File: src/heightmap_bilinear_sampler_macros.svh
// Assertion macros for the heightmap sampler.
// HBS_ASSERT checks a property on every clock edge out of reset.
// HBS_ASSERT_NEXT checks that an antecedent is followed by a consequent in the next cycle.
`ifndef HEIGHTMAP_BILINEAR_SAMPLER_MACROS_SVH
`define HEIGHTMAP_BILINEAR_SAMPLER_MACROS_SVH

`ifndef SYNTH
`define HBS_ASSERT(name, clk, rst_n, prop) \
  name: assert property (@(posedge clk) disable iff (!rst_n) (prop)) \
    else $error("assertion failed");
`define HBS_ASSERT_NEXT(name, clk, rst_n, ante, cons) \
  name: assert property (@(posedge clk) disable iff (!rst_n) (ante) |=> (cons)) \
    else $error("assertion failed");
`else
`define HBS_ASSERT(name, clk, rst_n, prop)
`define HBS_ASSERT_NEXT(name, clk, rst_n, ante, cons)
`endif

`endif

File: src/hbs_pkg.sv
`timescale 1ns / 1ps
package hbs_pkg;

  localparam int POS_BITS    = 22;
  localparam int ADDR_W      = 16;
  localparam int HEIGHT_W    = 8;
  localparam int OUT_W       = 16;
  localparam int CFG_W       = 8;
  localparam int CFG_IDX_W   = 2;
  localparam int MAX_TILES   = 255;

  localparam logic [CFG_IDX_W-1:0] REG_GRID_WIDTH  = 2'd0;
  localparam logic [CFG_IDX_W-1:0] REG_GRID_HEIGHT = 2'd1;
  localparam logic [CFG_IDX_W-1:0] REG_EDGE_TILES  = 2'd2;

  localparam logic KIND_LOAD  = 1'b0;
  localparam logic KIND_QUERY = 1'b1;

  // floor(u / 5) for u < 2^24: (u * ceil(2^27 / 5)) >> 27
  localparam int          DIV_IN_W  = 24;
  localparam int          DIV_Q_W   = 22;
  localparam int          DIV5_K    = 27;
  localparam logic [24:0] DIV5_M    = 25'd26843546;
  // bias 5 * 2^21 keeps the dividend positive; it comes out as 2^21
  localparam logic [DIV_IN_W-1:0] DIV5_BIAS = 24'd10485760;
  localparam logic [DIV_Q_W-1:0]  DIV5_QOFF = 22'h200000;

  // floor(x / 5) for x <= 1024: (x * ceil(2^13 / 5)) >> 13
  localparam int           DIV5S_K = 13;
  localparam logic [10:0]  DIV5S_M = 11'd1639;

  typedef struct packed {
    logic                en;
    logic [ADDR_W-1:0]   addr;
    logic [HEIGHT_W-1:0] data;
  } mem_wr_t;

  typedef struct packed {
    logic [ADDR_W-1:0] a00;
    logic [ADDR_W-1:0] a01;
    logic [ADDR_W-1:0] a10;
    logic [ADDR_W-1:0] a11;
  } mem_rd_t;

  typedef struct packed {
    logic [HEIGHT_W-1:0] h00;
    logic [HEIGHT_W-1:0] h01;
    logic [HEIGHT_W-1:0] h10;
    logic [HEIGHT_W-1:0] h11;
  } corner_t;

  // Zero acts as one, values above the tile limit saturate.
  function automatic logic [CFG_W-1:0] eff_size(input logic [CFG_W-1:0] r);
    logic [CFG_W-1:0] s;
    s = r;
    if (r == '0) begin
      s = CFG_W'(1);
    end else if (int'(r) > MAX_TILES) begin
      s = CFG_W'(MAX_TILES);
    end
    return s;
  endfunction

endpackage

File: src/hbs_blend.sv
`timescale 1ns / 1ps
module hbs_blend import hbs_pkg::*; #(
  parameter int FRAC_BITS = 8
) (
  input  logic                 clk_i,
  input  corner_t              corners_i,
  input  logic [FRAC_BITS-1:0] fx_i,
  input  logic [FRAC_BITS-1:0] fy_i,
  output logic [OUT_W-1:0]     result_o
);

  localparam int TW  = HEIGHT_W + FRAC_BITS;
  localparam int AW  = HEIGHT_W + 2 * FRAC_BITS;
  localparam int RSH = 2 * FRAC_BITS - 8;

  logic [FRAC_BITS:0]   wx, wy;
  logic [TW-1:0]        top_d, top_q, bot_d, bot_q;
  logic [FRAC_BITS-1:0] fy_q;
  logic [AW-1:0]        acc_d, acc_q;
  logic [OUT_W-1:0]     res_d;

  always_comb begin
    wx    = (FRAC_BITS + 1)'(1 << FRAC_BITS) - (FRAC_BITS + 1)'(fx_i);
    top_d = TW'((TW + 1)'(corners_i.h00) * (TW + 1)'(wx)
              + (TW + 1)'(corners_i.h01) * (TW + 1)'(fx_i));
    bot_d = TW'((TW + 1)'(corners_i.h10) * (TW + 1)'(wx)
              + (TW + 1)'(corners_i.h11) * (TW + 1)'(fx_i));
  end

  always_comb begin
    wy    = (FRAC_BITS + 1)'(1 << FRAC_BITS) - (FRAC_BITS + 1)'(fy_q);
    acc_d = AW'((AW + 1)'(top_q) * (AW + 1)'(wy) + (AW + 1)'(bot_q) * (AW + 1)'(fy_q));
  end

  generate
    if (RSH > 0) begin : g_round
      logic [AW:0] rnd;
      // round half up to 8 fraction bits
      always_comb begin
        rnd   = {1'b0, acc_q} + ((AW + 1)'(1) << (RSH - 1));
        res_d = rnd[RSH +: OUT_W];
      end
    end else begin : g_exact
      always_comb begin
        res_d = acc_q[OUT_W-1:0];
      end
    end
  endgenerate

  always_ff @(posedge clk_i) begin
    top_q    <= top_d;
    bot_q    <= bot_d;
    fy_q     <= fy_i;
    acc_q    <= acc_d;
    result_o <= res_d;
  end

endmodule

File: config.mk
export PLATFORM = sky130hd
export DESIGN_NAME = hbs_blend
export DESIGN_NICKNAME = d
export VERILOG_FILES = /design/src/heightmap_bilinear_sampler_macros.svh /design/src/hbs_pkg.sv /design/src/hbs_blend.sv
export SDC_FILE = /design/constraint.sdc
export NUM_CORES = 1
export LEC_CHECK = 0
export BUFFER_PORTS_ARGS = -buffer_cell sky130_fd_sc_hd__buf_2
export CORE_AREA = 2 2 282 284
export DETAILED_ROUTE_END_ITERATION = 6
export DIE_AREA = 0 0 284 286
export HOLD_SLACK_MARGIN = 0.05
export MAX_ROUTING_LAYER = met4
export PLACE_DENSITY = 0.46
export SETUP_SLACK_MARGIN = 0.5
export SKIP_CTS_REPAIR_TIMING = 1
export SLEW_MARGIN = 40
export SYNTH_ARGS = -nofsm -noshare
export SYNTH_HDL_FRONTEND = slang
export SYNTH_SLANG_ARGS = --single-unit
File: constraint.sdc
create_clock -name clk_i -period 8.8 [get_ports clk_i]
set_input_delay 0 -clock clk_i [delete_from_list [all_inputs] [get_ports clk_i]]
set_output_delay 0 -clock clk_i [all_outputs]
set_load 0.01 [all_outputs]
==> results.txt, run 1 <==
outcome - finished, final reports clean
synth unique cells - 48
Hold Vio Cnt, Final - 0
Hold WS - 0.1371 ns
clk buf depth - 2
IO Pins - 65
Pre-antenna DRT Iters - 4
Sink Count - 73
Reg area - 1461 sq um
Die Ht - 286 um
sequential area share after synthesis - 0.07527
TritonCTS Buffers - 9
Clock Pin Slew Worst Setup and Hold Paths - 0.07 ns
cell taking the most area after synthesis - fa_1
total global-route track usage - 0.1213
min cycle time layout - 7.043 ns
Final setup viols - 0
Initial DRC Count - 498
vias per cell - 4.102
setup tns final - 0 ns
Crit Path Class - flop to flop
NumNets Final - 2,834
Worst EP arrival - 7.29 ns
Slew HR - 0.4510
routability cong. - 0.8220
number of antenna violations at the first check in global routing - 1
Final ANT Viol Nets - 0
synth top area cells - fa_1 44%, ha_1 13%, inv_1 11%, and2_1 9.5%, dfxtp_1 7.5%
Final Cycle Share - 0.8004
hold crit path type - input port to flop
worst setup margin - 1.757 ns
Mapped Cells - 2,136
Setup crit end kind - flop
number of global-route vias before repair - 14,557
Rows - 103
area of the multi-input gates - 15,650 sq um
worst slew pin tran - 0.8224 ns
Max Clk Rate - 142.0 MHz
Initial Utilization - 0.2478
synthesized net count - 2,809
clk_lat worst skew - 0.37 ns
grt ovf - 0
Post-route DRC - 0
post-DP HPWL - 39,530 um
final-layout fill cell count - 8,506
wire per inst - 14.26 um
CTS tree - done
worst-path fanout max - 33
final WL - 45,870 um
Area Overhead vs Synth - 9.686%
clock skew - 0.01112 ns
H-tree depth - 3
fraction of layout cells with a size suffix above 1 - 0.05032
first-pass GRT wire length - 76,940 um
Syn Area/Cell - 9.089 sq um
die area - 81,220 sq um
final slew viol count - 0
largest net degree at the start of global routing - 35
RSZ-0062 raised after global routing - no
Buffers on Ports - 64
DIE WIDTH - 284 um
Yosys top cell area share - 0.4351
Mapped Area - 19,410 sq um
Synth Warn # - 0
Core Footprint - 78,360 sq um
Setup crit start kind - flop
worst slack at placement - 1.758 ns
post-synthesis register bit count - 73
number of max-cap violations - 0
worst path required time - 9.05 ns
Root Driver - clkbuf_16
DR vias - 13,197
## cell type report
class / count / area share
multi-input cells: 1436 / 0.7348
inverters: 556 / 0.09800
flip-flops and latches: 73 / 0.06863
well taps: 1050 / 0.06169
repair buffers: 85 / 0.02338
clock buffers: 9 / 0.01058
clock inverters: 7 / 0.002820
diodes: 1 / 0.0001175
## path summary, 6_finish.rpt
path	start	to	slack [ns]	cells after the start
min	corners_i[24]	top_q[0]$_DFF_P_	0.14	3
min reg2reg	acc_q[23]$_DFF_P_	result_o[15]$_DFF_P_	0.44	1
max reg2reg	fy_q[0]$_DFF_P_	acc_q[23]$_DFF_P_	1.76	23
max	fy_q[0]$_DFF_P_	acc_q[23]$_DFF_P_	1.76	23
## cell families (layout without fill, tap and decap cells)
family	count (synthesis)	count (layout)	share of synthesized area
and+or+nand+nor	648	648	0.1698
DFF	73	73	0.07527
adders and majority gates	624	624	0.5653
buffers and inverters	627	657	0.1212
AOI/OAI and AO/OA	79	79	0.03003
other	0	1	0
xor gates and xnor gates	85	85	0.03835
## flip-flops by register name (all words and copies together), names as in the netlist
name and flops:
acc_q 17, top_q 16, bot_q 16, result_o 16, fy_q 8
## cell usage in the layout (no fill, tap or decap), types with 5 or more instances in the layout
cell type and count:
clkbuf_16 9, inv_1 556, o21a_1 5, dlygate4sd3_1 8
dfxtp_1 73, xnor2_1 62, nand2_1 268, and3_1 5
nor3_1 11, xor2_1 19, a21o_1 9, o21ai_0 14
nor2_1 24, nand3_1 20, fa_1 422, nand2b_1 8
and2_1 295, a21oi_1 20, buf_4 13, buf_2 64
ha_1 202
## critical path: stages, from the launching register on
cell and delay [ns]:
dfxtp_1 0.29, buf_4 0.23, inv_1 0.12, ha_1 0.19, nand2_1 0.08, or3_1 0.40, xor2_2 0.58, and2_1 0.25
fa_1 0.41, inv_1 0.08, fa_1 0.43, fa_1 0.52, inv_1 0.05, fa_1 0.51, fa_1 0.50, inv_1 0.05
fa_1 0.47, inv_1 0.04, ha_1 0.34, a2111oi_0 0.46, nand3_1 0.20, a41oi_1 0.41, o31ai_1 0.16, xnor2_1 0.14
## metrics by stage
| stage | utilization | cells | instance area (sq um) |
|---|---|---|---|
| floorplan | - | 2136 | 19410 |
| global placement | 0.2668 | 3192 | 20900 |
| detailed placement | 0.2671 | 3192 | 20930 |
| CTS | 0.2707 | 3208 | 21210 |
| global route | 0.2718 | 3217 | 21300 |
| finish | 0.2718 | 3217 | 21300 |
## cell usage after synthesis, drive strengths merged
library cell	count
a2111oi	2
a211oi	4
a21boi	1
a21o	9
a21oi	20
a31o	1
a31oi	3
a41oi	2
and2	295
and3	5
buf	14
clkbuf	57
dfxtp	73
fa	422
ha	202
inv	556
nand2	268
nand2b	8
nand3	20
nand3b	2
nand4	4
nor2	24
nor2b	2
nor3	13
nor3b	1
nor4	2
o211ai	1
o21a	5
o21ai	18
o21bai	6
o22ai	1
o311ai	1
o31ai	2
o41a	1
o41ai	2
or3	3
or4	1
xnor2	64
xor2	21
## layer usage
layer,GRT usage,part of all wire,up-vias
met3,0.01667,0.040,28
met1,0.1590,0.47,6719
li1,-,-,6223
met5,-,0,-
met4,0.01816,0.010,0
met2,0.2032,0.48,227
Power of run 1 is left out: the tool's default activity adds up to more than one toggle a clock period on the data nets, which glitch-free logic cannot reach.
==> inputs of run 2 (changes only) <==
--- a/config.mk
+++ b/config.mk
@@ -11,7 +11,7 @@
 export DIE_AREA = 0 0 284 286
 export HOLD_SLACK_MARGIN = 0.05
 export MAX_ROUTING_LAYER = met4
-export PLACE_DENSITY = 0.46
+export PLACE_DENSITY = 0.47
 export SETUP_SLACK_MARGIN = 0.5
 export SKIP_CTS_REPAIR_TIMING = 1
 export SLEW_MARGIN = 40
==> constraint.sdc (replaced) <==
create_clock -name clk_i -period 6.3 [get_ports clk_i]
set_input_delay 0 -clock clk_i [delete_from_list [all_inputs] [get_ports clk_i]]
set_output_delay 0 -clock clk_i [all_outputs]
set_load 0.01 [all_outputs]
==> results.txt, run 2 <==
most common cell in the netlist - inv_1
Post-synth EDFFs - 0 (unchanged)
Syn Area/Cell - 9.089 sq um (unchanged)
DIE WIDTH - 284 um (unchanged)
largest net degree at the start of global routing - 33 (-5.7%)
Sink Count - 73 (unchanged)
Root Driver - clkbuf_16
Yosys top cell area share - 0.4351 (unchanged)
TritonCTS Buffers - 9 (unchanged)
IO Pins - 65 (unchanged)
outcome - aborted with a tool error
Buffers on Ports - 64 (unchanged)
worst endpoint type - sequential cell input
Most used DFF post-synth - dfxtp_1
sequential area share after synthesis - 0.07527 (unchanged)
total global-route track usage - 0.1264 (+0.005083)
worst slack at placement - 0.05359 ns (-1.704 ns)
routability cong. - 0.8386 (+2.0%)
Mapped Area - 19,410 sq um (unchanged)
clk buf depth - 2 (unchanged)
post-synthesis register bit count - 73 (unchanged)
Synth Warn # - 0 (unchanged)
synth top area cells - fa_1 44%, ha_1 13%, inv_1 11%, and2_1 9.5%, dfxtp_1 7.5%
error message - [ERROR DRT-0255] Maze Route cannot find path of net clk_i in worker of routeBox ( 241500 48300 ) ( 284000 96600 ).
grt repair worst endpoint - acc_q[20]$_DFF_P_/D
Last stage - 5_2_route
number of global-route vias before repair - 14,996 (+3.0%)
synth unique cells - 48 (unchanged)
number of antenna violations at the first check in global routing - 2 (+1)
cell taking the most area after synthesis - fa_1
post-DP HPWL - 40,580 um (+2.7%)
Die Ht - 286 um (unchanged)
synth cell count leaders - 556 x inv_1, 422 x fa_1, 295 x and2_1
H-tree depth - 3 (unchanged)
asr flop ratio synth - 0 (unchanged)
first-pass GRT wire length - 80,270 um (+4.3%)
grt ovf - 0 (unchanged)
Mapped Cells - 2,136 (unchanged)
Initial Utilization - 0.2478 (unchanged)
Rows - 103 (unchanged)
synthesized net count - 2,809 (unchanged)
[run 2: cell counts after synthesis]
No cell type changed its count.
[run 2: metal layers]
layer,GRT usage
met3,0.01316
met4,0.02000
met1,0.1727
met2,0.2059
met5,-
[run 2: cells by family after synthesis]
kind of cell               after synthesis  share of synthesized area
DFF                                     73                    0.07527
AOI/OAI and AO/OA                       79                    0.03003
and+or+nand+nor                        648                     0.1698
buffers and inverters                  627                     0.1212
xor gates and xnor gates                85                    0.03835
adders and majority gates              624                     0.5653
[run 2: metrics by stage]
step             util  instance area [sq um]  instances
2_1_floorplan       -                  19580       2136
3_3_place_gp   0.2712                  21250       3221
3_5_place_dp   0.2713                  21260       3221
4_1_cts        0.2752                  21560       3237
5_1_grt        0.2819                  22090       3266
==> inputs of run 3 (changes only) <==
--- a/config.mk
+++ b/config.mk
@@ -6,13 +6,10 @@
 export NUM_CORES = 1
 export LEC_CHECK = 0
 export BUFFER_PORTS_ARGS = -buffer_cell sky130_fd_sc_hd__buf_2
-export CORE_AREA = 2 2 282 284
+export CORE_AREA = 2 2 315 317
 export DETAILED_ROUTE_END_ITERATION = 6
-export DIE_AREA = 0 0 284 286
-export HOLD_SLACK_MARGIN = 0.05
-export MAX_ROUTING_LAYER = met4
-export PLACE_DENSITY = 0.47
-export SETUP_SLACK_MARGIN = 0.5
+export DIE_AREA = 0 0 317 319
+export PLACE_DENSITY_LB_ADDON = 0.15
 export SKIP_CTS_REPAIR_TIMING = 1
 export SLEW_MARGIN = 40
 export SYNTH_ARGS = -nofsm -noshare
==> constraint.sdc (replaced) <==
create_clock -name clk_i -period 8.2 [get_ports clk_i]
set_input_delay 0 -clock clk_i [delete_from_list [all_inputs] [get_ports clk_i]]
set_output_delay 0 -clock clk_i [all_outputs]
set_load 0.01 [all_outputs]
==> results.txt, run 3 (same netlist as run 1, synthesis figures left out) <==
outcome - complete, but fails checks
violated checks - DRC
TritonCTS Buffers - 9 (unchanged)
FF-to-FF setup slack - 1.32 ns
Crit Path Class - flop to flop
Final ANT Viol Nets - 0
Clock Pin Slew Worst Setup and Hold Paths - 0.06 ns
Area Overhead vs Synth - 11.57%
Core Util, Final - 0.2217
Reg area - 1466 sq um
Crit Reg-Reg Startpoint - fy_q[1]$_DFF_P_
Slew HR - 0.4835
end point of the critical path - acc_q[21]$_DFF_P_
IO Pins - 65 (unchanged)
routability cong. - 0.7711 (-8.0%)
Rows - 115 (+12%)
most common cell after layout, fill and taps aside - inv_1
final instance area - 21,660 sq um
DR vias - 13,198
fraction of layout cells with a size suffix above 1 - 0.05512
wire per inst - 15.19 um
total global-route track usage - 0.1102 (-0.01614)
Final Cycle Share - 0.8391
NumNets Final - 2,845
reg2reg end - acc_q[21]$_DFF_P_
Root Driver - clkbuf_16
number of global-route vias before repair - 15,319 (+2.2%)
Reg with most FFs - acc_q
largest net degree at the start of global routing - 35 (+6.1%)
worst slew pin tran - 0.7737 ns
DIE WIDTH - 317 um (+12%)
final WL - 52,650 um
Setup crit end kind - flop
min-delay src - corners_i[16]
Final setup viols - 0
slowest CP cell - fa_1
RSZ-0062 raised after global routing - no
vias per cell - 3.809
Buffers on Ports - 64 (unchanged)
Max Clk Rate - 145.3 MHz
area of the multi-input gates - 15,620 sq um
Initial DRC Count - 385
max incr delay on CP - 0.52 ns
post-route insts no fill - 3,465
number of max-cap violations - 0
Sink Count - 73 (unchanged)
die area - 101,100 sq um
Post-DP Area - 21,280 sq um (+0.11%)
Setup crit start kind - flop
final-layout fill cell count - 10,765
Worst path most repeated cell - fa_1
Pre-antenna DRT Iters - 6
grt ovf - 0 (unchanged)
start point of the critical path - fy_q[1]$_DFF_P_
Worst EP arrival - 7.15 ns
min cycle time layout - 6.880 ns
worst-path fanout max - 18
setup tns final - 0 ns
Die Ht - 319 um (+12%)
CTS tree - done
Placed Cells incl. Taps - 3,440 (+6.8%)
worst path required time - 8.47 ns
clock skew - 0.01511 ns
Reg2Reg Depth - 25
Initial Utilization - 0.1987 (-0.04906)
H-tree depth - 3 (unchanged)
Hold Vio Cnt, Final - 0
number of antenna violations at the first check in global routing - 2 (unchanged)
clk_lat worst skew - 0.39 ns
post-DP HPWL - 44,680 um (+10%)
Largest register FFs - 17
clk buf depth - 2 (unchanged)
most frequent cells in the layout - 556 x inv_1, 422 x fa_1, 295 x and2_1
first-pass GRT wire length - 86,060 um (+7.2%)
final slew viol count - 0
hold crit path type - input port to flop
Core Footprint - 97,700 sq um
Post-route DRC - 2
-- run 3: how the worst min path moves through the flow --
stage / end / slack [ns] / cells past startpoint
3_3_place_gp: fy_q[0]$_DFF_P_ / 0.11 / 1
4_1_cts: fy_q[2]$_DFF_P_ / -0.30 / 1
2_1_floorplan: fy_q[0]$_DFF_P_ / 0.03 / 0
5_1_grt: top_q[0]$_DFF_P_ / 0.15 / 3
6_report: top_q[0]$_DFF_P_ / 0.13 / 3
3_5_place_dp: fy_q[2]$_DFF_P_ / 0.11 / 1
-- run 3: stage by stage --
step	hold slack, ns	setup WS, ns
6_report	0.1279	1.320
2_1_floorplan	0.02772	1.913
5_1_grt	0.1547	0.8236
3_5_place_dp	0.1093	1.287
4_1_cts	-0.2987	1.272
3_3_place_gp	0.1069	1.197
-- run 3: layout make-up --
class,instances,share of cell area
repair buffers,96,0.02680
diodes,1,0.0001155
multi-input cells,1436,0.7210
well taps,1287,0.07434
clock buffers,10,0.01057
inverters,556,0.09634
flip-flops and latches,73,0.06770
clock inverters,6,0.003119
-- run 3: worst max-delay path, delay by kind of cell, from the launching register on --
| family | cells | cell delay, ns |
|---|---|---|
| adder cells (fa/ha/maj) | 8 | 3.32 |
| buffers and inverters | 6 | 0.51 |
| AND/OR/NAND/NOR | 3 | 0.68 |
| XOR/XNOR | 2 | 0.66 |
| flip-flops | 1 | 0.29 |
| AO/OA/AOI/OAI | 6 | 1.30 |
-- run 3: per-layer routing --
layer | track usage | routed length, um | share of wire | vias up
met5 | 0 | 22 | 0.00042 | -
met4 | 0.02442 | 775 | 0.015 | 4
met3 | 0.01249 | 1309 | 0.025 | 43
met2 | 0.1863 | 24910 | 0.47 | 151
met1 | 0.1500 | 25630 | 0.49 | 6758
li1 | - | - | - | 6242
Power of run 3 is left out for the same reason.
